[src/sv/bsf_pkg.sv]
// Package for the byte stream FIFO: opcodes, error codes, controller states
// and the command/status structs between controller and datapath. No dependencies.
`default_nettype none
package bsf_pkg;

	localparam int FIFO_BYTES_DEF = 256;

	typedef logic [2:0] bsf_op_t;
	localparam bsf_op_t OP_STREAM_READ  = 3'd0;
	localparam bsf_op_t OP_STREAM_WRITE = 3'd1;
	localparam bsf_op_t OP_STATUS_READ  = 3'd2;
	localparam bsf_op_t OP_STATUS_WRITE = 3'd3;
	localparam bsf_op_t OP_PROBE        = 3'd4;

	typedef logic [1:0] bsf_err_t;
	localparam bsf_err_t ERR_NONE     = 2'd0;
	localparam bsf_err_t ERR_UNDERRUN = 2'd1;
	localparam bsf_err_t ERR_OVERRUN  = 2'd2;

	localparam logic [1:0] SIZE_1B = 2'd0;
	localparam logic [1:0] SIZE_2B = 2'd1;
	localparam logic [1:0] SIZE_4B = 2'd2;
	localparam logic [1:0] SIZE_8B = 2'd3;

	typedef enum logic [2:0] {
		ST_IDLE,
		ST_EXEC,
		ST_WR,
		ST_RD,
		ST_RD_WAIT,
		ST_FIN
	} bsf_state_t;

	// controller -> datapath
	typedef struct packed {
		logic load;      // latch an accepted request
		logic exec;      // evaluate fit of the latched request
		logic wr_step;   // push one byte
		logic rd_step;   // pop one byte (issue RAM read)
		logic out_load;  // load result register, commit occupancy
	} bsf_cmd_t;

	// datapath -> controller
	typedef struct packed {
		logic go_rd;     // stream read that fits
		logic go_wr;     // stream write that fits
		logic last_byte; // byte step counter on final byte
		logic out_free;  // result register can take a new result
	} bsf_sts_t;

	// highest byte index of an access
	function automatic logic [2:0] last_idx(input logic [1:0] size);
		logic [2:0] r;
		unique case (size)
			SIZE_1B: r = 3'd0;
			SIZE_2B: r = 3'd1;
			SIZE_4B: r = 3'd3;
			SIZE_8B: r = 3'd7;
			default: r = 3'd0;
		endcase
		return r;
	endfunction

endpackage
`default_nettype wire

[src/sv/bsf_ram.sv]
// Generic single-write, single-read RAM with registered read data.
// No dependencies.
`default_nettype none
module bsf_ram #(
	parameter int WIDTH = 8,
	parameter int DEPTH = 256
) (
	input  wire logic                     clk,
	input  wire logic                     we,
	input  wire logic [$clog2(DEPTH)-1:0] waddr,
	input  wire logic [WIDTH-1:0]         wdata,
	input  wire logic                     re,
	input  wire logic [$clog2(DEPTH)-1:0] raddr,
	output logic      [WIDTH-1:0]         rdata
);

	logic [WIDTH-1:0] mem_q [DEPTH];

	always_ff @(posedge clk) begin
		if (we) begin
			mem_q[waddr] <= wdata;
		end
		if (re) begin
			rdata <= mem_q[raddr];
		end
	end

endmodule
`default_nettype wire

[src/sv/bsf_ctrl.sv]
// Controller state machine for the byte stream FIFO.
// Depends on bsf_pkg.
`default_nettype none
module bsf_ctrl
	import bsf_pkg::*;
(
	input  wire logic     clk,
	input  wire logic     arst_n,
	input  wire logic     s_tvalid,
	output logic          s_tready,
	input  wire bsf_sts_t sts,
	output bsf_cmd_t      cmd
);

	bsf_state_t state_q, state_d;

	always_ff @(posedge clk or negedge arst_n) begin
		if (!arst_n) begin
			state_q <= ST_IDLE;
		end else begin
			state_q <= state_d;
		end
	end

	always_comb begin
		state_d  = state_q;
		s_tready = 1'b0;
		cmd      = '0;
		unique case (state_q)
			ST_IDLE: begin
				s_tready = 1'b1;
				if (s_tvalid) begin
					cmd.load = 1'b1;
					state_d  = ST_EXEC;
				end
			end
			ST_EXEC: begin
				cmd.exec = 1'b1;
				if (sts.go_rd) begin
					state_d = ST_RD;
				end else if (sts.go_wr) begin
					state_d = ST_WR;
				end else begin
					state_d = ST_FIN;
				end
			end
			ST_WR: begin
				cmd.wr_step = 1'b1;
				if (sts.last_byte) begin
					state_d = ST_FIN;
				end
			end
			ST_RD: begin
				cmd.rd_step = 1'b1;
				if (sts.last_byte) begin
					state_d = ST_RD_WAIT;
				end
			end
			ST_RD_WAIT: begin
				state_d = ST_FIN;
			end
			ST_FIN: begin
				if (sts.out_free) begin
					cmd.out_load = 1'b1;
					s_tready     = 1'b1;
					if (s_tvalid) begin
						cmd.load = 1'b1;
						state_d  = ST_EXEC;
					end else begin
						state_d = ST_IDLE;
					end
				end
			end
			default: begin
				state_d = ST_IDLE;
			end
		endcase
	end

endmodule
`default_nettype wire

[src/sv/bsf_dp.sv]
// Datapath of the byte stream FIFO: request latch, pointers, occupancy,
// byte store, read assembly and result register. Depends on bsf_pkg, bsf_ram.
`default_nettype none
module bsf_dp
	import bsf_pkg::*;
#(
	parameter int FIFO_BYTES = FIFO_BYTES_DEF
) (
	input  wire logic        clk,
	input  wire logic        arst_n,
	input  wire logic [63:0] s_tdata,
	input  wire logic [5:0]  s_tuser,
	output logic      [63:0] m_tdata,
	output logic      [2:0]  m_tuser,
	output logic             m_tvalid,
	input  wire logic        m_tready,
	input  wire bsf_cmd_t    cmd,
	output bsf_sts_t         sts
);

	localparam int IW = $clog2(FIFO_BYTES);
	localparam int CW = $clog2(FIFO_BYTES + 1);

	bsf_op_t     op_q;
	logic [1:0]  size_q;
	logic        probe_q;
	logic [63:0] wdata_q;
	logic        fit_q;
	logic [IW-1:0] head_q, tail_q;
	logic [CW-1:0] count_q;
	logic [2:0]  k_q;
	logic        cap_vld_s1;
	logic [2:0]  cap_idx_s1;
	logic [63:0] rdata_q;
	logic        m_tvalid_q;
	logic [7:0]  ram_rdata;

	logic [3:0]  len;
	logic        rfit, wfit, fit_now;
	logic [63:0] res_data;
	bsf_err_t    res_err;
	logic        res_ok;
	logic [63:0] count_ext;

	assign len     = 4'd1 << size_q;
	assign rfit    = count_q >= CW'(len);
	assign wfit    = ({1'b0, count_q} + (CW + 1)'(len)) <= (CW + 1)'(FIFO_BYTES);

	always_comb begin
		unique case (op_q)
			OP_STREAM_READ:  fit_now = rfit;
			OP_STREAM_WRITE: fit_now = wfit;
			OP_PROBE:        fit_now = probe_q ? rfit : wfit;
			default:         fit_now = 1'b0;
		endcase
	end

	assign sts.go_rd     = (op_q == OP_STREAM_READ) && rfit;
	assign sts.go_wr     = (op_q == OP_STREAM_WRITE) && wfit;
	assign sts.last_byte = k_q == last_idx(size_q);
	assign sts.out_free  = !m_tvalid_q || m_tready;

	// request latch
	always_ff @(posedge clk) begin
		if (cmd.load) begin
			op_q    <= s_tuser[2:0];
			size_q  <= s_tuser[4:3];
			probe_q <= s_tuser[5];
			wdata_q <= s_tdata;
		end
		if (cmd.exec) begin
			fit_q <= fit_now;
		end
	end

	// pointers, occupancy, byte step counter
	always_ff @(posedge clk or negedge arst_n) begin
		if (!arst_n) begin
			head_q     <= '0;
			tail_q     <= '0;
			count_q    <= '0;
			k_q        <= '0;
			cap_vld_s1 <= 1'b0;
			m_tvalid_q <= 1'b0;
		end else begin
			cap_vld_s1 <= cmd.rd_step;
			if (cmd.load) begin
				k_q <= '0;
			end else if (cmd.wr_step || cmd.rd_step) begin
				k_q <= k_q + 3'd1;
			end
			if (cmd.wr_step) begin
				tail_q <= (tail_q == IW'(FIFO_BYTES - 1)) ? '0 : tail_q + IW'(1);
			end
			if (cmd.rd_step) begin
				head_q <= (head_q == IW'(FIFO_BYTES - 1)) ? '0 : head_q + IW'(1);
			end
			if (cmd.out_load && fit_q) begin
				if (op_q == OP_STREAM_READ) begin
					count_q <= count_q - CW'(len);
				end else if (op_q == OP_STREAM_WRITE) begin
					count_q <= count_q + CW'(len);
				end
			end
			if (cmd.out_load) begin
				m_tvalid_q <= 1'b1;
			end else if (m_tready) begin
				m_tvalid_q <= 1'b0;
			end
		end
	end

	bsf_ram #(
		.WIDTH(8),
		.DEPTH(FIFO_BYTES)
	) u_ram (
		.clk  (clk),
		.we   (cmd.wr_step),
		.waddr(tail_q),
		.wdata(wdata_q[8*k_q +: 8]),
		.re   (cmd.rd_step),
		.raddr(head_q),
		.rdata(ram_rdata)
	);

	// read assembly: RAM data lands in the cycle after the address is issued
	always_ff @(posedge clk) begin
		cap_idx_s1 <= k_q;
		if (cmd.load) begin
			rdata_q <= '0;
		end else if (cap_vld_s1) begin
			rdata_q[8*cap_idx_s1 +: 8] <= ram_rdata;
		end
	end

	assign count_ext = 64'(count_q);

	always_comb begin
		res_data = '0;
		res_err  = ERR_NONE;
		res_ok   = 1'b0;
		unique case (op_q)
			OP_STREAM_READ: begin
				if (fit_q) begin
					res_data = rdata_q;
				end else begin
					res_err = ERR_UNDERRUN;
				end
			end
			OP_STREAM_WRITE: begin
				if (!fit_q) begin
					res_err = ERR_OVERRUN;
				end
			end
			OP_STATUS_READ: begin
				unique case (size_q)
					SIZE_1B: res_data = {56'd0, count_ext[7:0]};
					SIZE_2B: res_data = {48'd0, count_ext[15:0]};
					SIZE_4B: res_data = {32'd0, count_ext[31:0]};
					default: res_data = count_ext;
				endcase
			end
			OP_PROBE: begin
				res_ok = fit_q;
			end
			default: begin
				res_data = '0;
			end
		endcase
	end

	always_ff @(posedge clk) begin
		if (cmd.out_load) begin
			m_tdata <= res_data;
			m_tuser <= {res_ok, res_err};
		end
	end

	assign m_tvalid = m_tvalid_q;

endmodule
`default_nettype wire

[src/sv/byte_stream_fifo_top.sv]
// Byte stream FIFO top level. Each request is latched and checked for fit;
// status, probe and failed accesses then give their result, while a stream
// write or read first moves its bytes one byte per cycle through the byte-wide
// store. The next request is taken only once the result register loads.
// Reset (arst_n low, asynchronous) empties the FIFO and drops any pending result.
// Depends on bsf_pkg, bsf_ctrl, bsf_dp.
`default_nettype none
module byte_stream_fifo_top
	import bsf_pkg::*;
#(
	parameter int FIFO_BYTES = FIFO_BYTES_DEF  // byte capacity, 8..65536
) (
	input  wire logic        clk,
	input  wire logic        arst_n,
	// request channel
	input  wire logic        s_tvalid,
	output logic             s_tready,
	input  wire logic [63:0] s_tdata,   // [63:0] write_data
	input  wire logic [5:0]  s_tuser,   // [2:0] opcode, [4:3] size_log2, [5] probe_is_read
	// result channel
	output logic             m_tvalid,
	input  wire logic        m_tready,
	output logic      [63:0] m_tdata,   // [63:0] read_data
	output logic      [2:0]  m_tuser    // [1:0] error_code, [2] would_succeed
);

	bsf_cmd_t cmd;
	bsf_sts_t sts;

	// Controller sequences each request: latch, fit check, one byte per
	// cycle against the store, then result hand-off. The next request is
	// taken in the same cycle the result register loads.
	bsf_ctrl u_ctrl (
		.clk     (clk),
		.arst_n  (arst_n),
		.s_tvalid(s_tvalid),
		.s_tready(s_tready),
		.sts     (sts),
		.cmd     (cmd)
	);

	// Datapath: pointers wrap at FIFO_BYTES, occupancy commits only when
	// the result of a successful stream access is loaded.
	bsf_dp #(
		.FIFO_BYTES(FIFO_BYTES)
	) u_dp (
		.clk     (clk),
		.arst_n  (arst_n),
		.s_tdata (s_tdata),
		.s_tuser (s_tuser),
		.m_tdata (m_tdata),
		.m_tuser (m_tuser),
		.m_tvalid(m_tvalid),
		.m_tready(m_tready),
		.cmd     (cmd),
		.sts     (sts)
	);

`ifndef SYNTHESIS
	// a result never overwrites one still waiting
	a_no_overwrite: assert property (@(posedge clk) disable iff (!arst_n)
		cmd.out_load |-> (!m_tvalid || m_tready))
		else $error("result register overwritten");

	// no request taken while bytes move
	a_no_accept_busy: assert property (@(posedge clk) disable iff (!arst_n)
		(cmd.wr_step || cmd.rd_step) |-> !s_tready)
		else $error("request accepted during byte transfer");

	// push and pop never share a cycle
	a_step_excl: assert property (@(posedge clk) disable iff (!arst_n)
		!(cmd.wr_step && cmd.rd_step))
		else $error("push and pop in same cycle");

	// error code is one of the defined codes
	a_err_code: assert property (@(posedge clk) disable iff (!arst_n)
		m_tvalid |-> (m_tuser[1:0] == ERR_NONE || m_tuser[1:0] == ERR_UNDERRUN
			|| m_tuser[1:0] == ERR_OVERRUN))
		else $error("undefined error code");
`endif

endmodule
`default_nettype wire

[config.mk]
export PLATFORM = sky130hd
export DESIGN_NAME = byte_stream_fifo_top
export DESIGN_NICKNAME = d
export VERILOG_FILES = /design/src/sv/bsf_pkg.sv /design/src/sv/bsf_ram.sv /design/src/sv/bsf_ctrl.sv /design/src/sv/bsf_dp.sv /design/src/sv/byte_stream_fifo_top.sv
export SDC_FILE = /design/constraint.sdc
export NUM_CORES = 2
export LEC_CHECK = 0
export BUFFER_PORTS_ARGS = -buffer_cell sky130_fd_sc_hd__buf_2
export CORE_AREA = 2 2 450 452
export CTS_BUF_LIST = sky130_fd_sc_hd__clkbuf_4
export CTS_CLUSTER_DIAMETER = 100
export DETAILED_ROUTE_END_ITERATION = 10
export DIE_AREA = 0 0 452 454
export GPL_TIMING_DRIVEN = 0
export PLACE_DENSITY = 0.71
export REMOVE_ABC_BUFFERS = 1
export SYNTH_ARGS = -nofsm -noshare
export SYNTH_HDL_FRONTEND = slang
export SYNTH_HIERARCHICAL = 1
export SYNTH_SLANG_ARGS = --single-unit
[constraint.sdc]
create_clock -name clk -period 9.4 [get_ports clk]
set_input_delay 1.41 -clock clk [delete_from_list [all_inputs] [get_ports clk]]
set_output_delay 1.41 -clock clk [all_outputs]
set_load 0.005 [all_outputs]
After elaboration in Yosys (flattened, before gate mapping). Memories as Yosys holds them, arrays and structs flattened. A register that Yosys moved wholly into a read port is not among the register bits. Cells that the tools add are included.

Order comparisons: 2. Reduce and logical (&&, ||, !) cells: 14. Eq/ne operators: 18. Shift operators: 4. Mux-type cells: 37. Add/subtract/negate cells: 7.

Operators with widths (number): $pmux W64 S2 (1); $bwmux W64 (1); $mux W64 (1); $shift A8 B34 Y64 const A (1); $shiftx A64 B7 Y8 (1); $shiftx A8 B34 Y64 (1); $neg A6 Y34 (1); $mux W9 (3); $mux W3 (8); $pmux W3 S6 (1); $add A8 B1 Y8 const B (2); $eq A8 B8 Y1 const B (2); $mux W8 (2); $mux W1 (14); $pmux W3 S4 (1); $add A9 B4 Y10 (1); $le A10 B9 Y1 const B (1); $add A9 B4 Y9 (1); $eq A3 B2 Y1 const B (3); $eq A3 B3 Y1 const B (3); $ge A9 B4 Y1 (1); $sub A9 B4 Y9 (1); $ne A2 B2 Y1 const B (4); $eq A3 B1 Y1 const B (2); other kinds (17) (25).

Memories: 1. Bits in registers: 238. Input port bits: 74. Bits in writable memories: 2048. Output and inout bits: 69. Logic and storage cells: 100.

Memories: u_dp.u_ram.mem_q (words 256, width 8, rd ports 1, clocked after Yosys merged registers in 1, write ports 1, RTL line bsf_ram.sv:17) `logic [WIDTH-1:0] mem_q [DEPTH];`.

Logic depth before layout (Yosys ltp).
Depth in word-level cells: 7. Depth in mapped cells: 13. Gate-level depth less buffers: 13.

Modules after synthesis. Netlist, hierarchy kept.

By module, submodules not included: bsf_ram (sequential area each 61739.2 µm², instances 1, cells each 3733, area each 79636.4 µm²); bsf_dp (sequential area each 6236.0 µm², instances 1, cells each 785, area each 9575.4 µm²); bsf_ctrl (sequential area each 75.1 µm², instances 1, cells each 33, area each 304.0 µm²).

Least setup slack after synthesis. OpenSTA, ideal clock, no wires.

Path kind: input port to flip-flop. Start: input m_tready. End: register u_dp.count_q[7]. Required time: 9265 ps. Library setup time: 135 ps. Buffers on the path: 1. Cell stages on the path: 7. Data arrival time: 7878 ps. Setup slack: 1388 ps. Cells stage by stage: nand2b_1 -> nand2_1 -> nor3b_1 -> nand3_1 -> clkbuf_1 -> o21ai_0 -> o21ai_0.

RTL lines: start: declaration (RTL line byte_stream_fifo_top.sv:22) `input wire logic m_tready,`; end signal: assignment (RTL line bsf_dp.sv:100) `count_q <= count_q - CW'(len);`; end signal: assignment (RTL line bsf_dp.sv:102) `count_q <= count_q + CW'(len);`; end: declaration (RTL line bsf_dp.sv:30) `logic [CW-1:0] count_q;`.

==> results.md <==
- Worst skew pair latency: 1.33 ns
- Max clock buf depth: 4
- Setup violators final: 0
- Max Clock Skew: 0.0922 ns
- Min Tclk post-route: 5.67 ns
- Power density cells: 290 nW/µm²
- Final nets: 5168
- # IOs: 143
- Slew of the pin with the lowest slew margin: 1.35 ns
- TNS Setup: 0 ns
- CTS tree: done
- Min-Delay Path Class: in -> async
- Max Fanout on Critical Path: 41
- Final GP Congestion: 0.838
- DIE WIDTH: 452 µm
- Core footprint: 201000 µm²
- Status: complete, no violations
- TritonCTS buffer count: 589
- Mean Syn Cell Area: 19.7 µm²
- ANT nets after route: 0
- GR Util met3: 0.0494
- Post-synthesis to final-layout area growth: 12.6%
- Site row count: 165
- F_max: 176 MHz
- Clock H-tree levels: 6
- Avg WL per Cell: 25.7 µm
- Max cap viols: 0
- Leak: 32.5 nW
- Async SR Flop Fraction: 0.0144
- Post-Synthesis Cells: 4551
- Most common library cell in the layout ignoring fill and taps: edfxtp_1
- Post-CTS Setup Inserts: 0
- Crit end category: register
- Hold Vio Cnt, Final: 0
- Die area: 205000 µm²
- Largest cells by area after synthesis: edfxtp_1 (74%), mux4_2 (12%), nor2_1 (1.7%), mux2i_1 (1.6%), dfxtp_1 (1.5%)
- Drt via density: 5.83
- Wirelength, routed: 209000 µm
- RSZ-0062 raised after global routing: no
- Initial antenna violation count: 8
- Slew headroom: 0.0906
- Yosys top cell by area: edfxtp_1
- Commonest non-fill, non-tap cells in the layout: edfxtp_1 (2194), clkbuf_4 (839), mux4_2 (470)
- Final period util: 0.603
- Root Buffer: clkbuf_4
- Worst hold slack: 0.244 ns
- Global route total overflow: 0
- Layout cells sized above 1: 0.297
- Clock Sinks: 2294
- Router iterations before antenna repair: 6
- Hold-fix buffers, CTS: 0
- Initial Util: 0.446
- Number of buffers added on ports: 142
- Synthesis Warnings: 6
- Initial drt markers: 5469
- Finished Core Util: 0.502
- Maximum VDD drop: 0.000418 V
- Pin count of the biggest net entering global routing: 159
- Max Slew Vio Count: 0
- Post-synth EDFFs: 2194
- GR Util All Layers: 0.202
- Most Used Layer, Global Route: met2
- Die Ht: 454 µm
- Count of cell types in the netlist: 77
- Netlist Area Pre-Place: 89500 µm²
- Critical Path RT: 10.41 ns
- CP Class: reg -> reg
- Share of the synthesized area in the top cell type: 0.736
- # DRC: 0
- Worst Path Arrival: 6.68 ns
- Met1 usage: 0.271
- First-pass GRT wire length: 308000 µm
- Sequential-to-total area share from yosys stat: 0.760
- # resized after CTS: 0
- FF+latch count, synth: 2294
- Detailed placement HPWL: 125000 µm
- CTS clk-pin slew, worst paths: 0.06 ns
- Via count: 47400
- Number of global-route vias before repair: 47900
- Met2 Resource Use GR: 0.321
- Worst Setup Start Kind: register
- Synth Flop Type: edfxtp_1
stage by stage:
stage                     instance area [µm²]  setup slack, ns  total power [mW]  instances
after detailed placement                93800             3.85              21.4       7157
after floorplan                         87900           -14.92              19.8       4273
after global placement                  91900           -26.29              21.3       7087
after global routing                   101000             3.63              30.5       8120
final                                  101000             3.73              29.3       8121
after CTS                              101000             3.80              29.5       8117
area by class of cell:
class,count,area (µm²)
clock buffer,839,6300
inverter,18,68.8
clock inverter,121,729
fill,15900,100000
sequential,2294,68100
antenna,4,10.0
timing repair buffer,212,2280
multi-input combinational,1961,20000
tap,2672,3340
cell families (layout without fill, tap and decap cells):
family / after synthesis / in the layout / synth area share
compound gates: 501 / 501 / 0.0383
xor+xnor: 23 / 23 / 0.00225
fa+ha+maj: 18 / 18 / 0.00268
buf+inv: 296 / 1190 / 0.0193
flops: 2294 / 2294 / 0.760
mux: 631 / 631 / 0.137
other cells: 0 / 4 / 0
simple gates: 788 / 788 / 0.0405
layer usage:
metal / up-vias / part of all wire
met3: 377 / 0.099
met5: - / 0.00015
li1: 20000 / -
met4: 4 / 0.029
met1: 24400 / 0.39
met2: 2572 / 0.49
path summary, 6_finish.rpt:
check                                              start                            end  slack [ns]  cells past startpoint
max                           u_dp/head_q[0]$_DFFE_PN0P_  u_dp/u_ram/rdata[4]$_DFFE_PP_        3.73                     10
min                                               arst_n      u_dp/m_tvalid$_DFFE_PN0P_        0.24                      1
max reg2reg                   u_dp/head_q[0]$_DFFE_PN0P_  u_dp/u_ram/rdata[4]$_DFFE_PP_        3.73                     10
min reg2reg                u_dp/rdata_q[38]$_SDFFE_PP0P_  u_dp/rdata_q[38]$_SDFFE_PP0P_        0.45                      2
max in group asynchronous                         arst_n     u_dp/head_q[0]$_DFFE_PN0P_        8.41                      1
min in group clk                             s_tdata[57]     u_dp/wdata_q[57]$_DFFE_PP_        0.25                      1
Yosys cell counts, drive strengths merged, types with 4 or more instances:
| master | n |
|---|---|
| ha | 16 |
| nand4 | 12 |
| o221ai | 47 |
| o21ai | 28 |
| buf | 137 |
| nand2 | 100 |
| mux4 | 472 |
| nand3 | 51 |
| o22a | 5 |
| edfxtp | 2194 |
| inv | 17 |
| nor3b | 7 |
| and3 | 62 |
| a2111oi | 5 |
| o211ai | 11 |
| a221oi | 16 |
| a22o | 17 |
| nand3b | 4 |
| nor4 | 29 |
| a21oi | 163 |
| nor3 | 27 |
| dfrtp | 33 |
| nor2 | 418 |
| mux2 | 13 |
| or2 | 6 |
| a31oi | 6 |
| nand2b | 15 |
| a22oi | 133 |
| o22ai | 31 |
| xor2 | 10 |
| a211oi | 18 |
| o32ai | 5 |
| and2 | 10 |
| dfxtp | 67 |
| clkbuf | 141 |
| nor2b | 34 |
| mux2i | 146 |
| xnor2 | 13 |
flip-flops by register name (all words and copies together), names as in the netlist, 8 cells and up:
register          cells
u_dp/u_ram/mem_q   2048
u_dp/m_tdata         64
u_dp/rdata_q         64
u_dp/wdata_q         64
u_dp/count_q          9
u_dp/head_q           8
u_dp/tail_q           8
u_dp/u_ram/rdata      8
critical path, stage by stage, from the launching register on:
cell and delay [ns]:
dfrtp_4 0.93, buf_16 0.35, buf_16 0.34, buf_16 0.32, buf_16 0.27, mux4_2 0.31
o22a_1 0.15, o21ai_0 0.16, a2111oi_1 1.07, nor3_1 0.41, nor4_1 0.84
where the power goes:
part / switching (mW) / leakage (nW) / internal, mW
logic: 4.70 / 7.54 / 2.85
registers: 0.327 / 20.7 / 13.3
clock network: 3.79 / 4.20 / 4.34
total: 8.81 / 32.5 / 20.5
No activity file was read; power rests on OpenSTA's default activity.
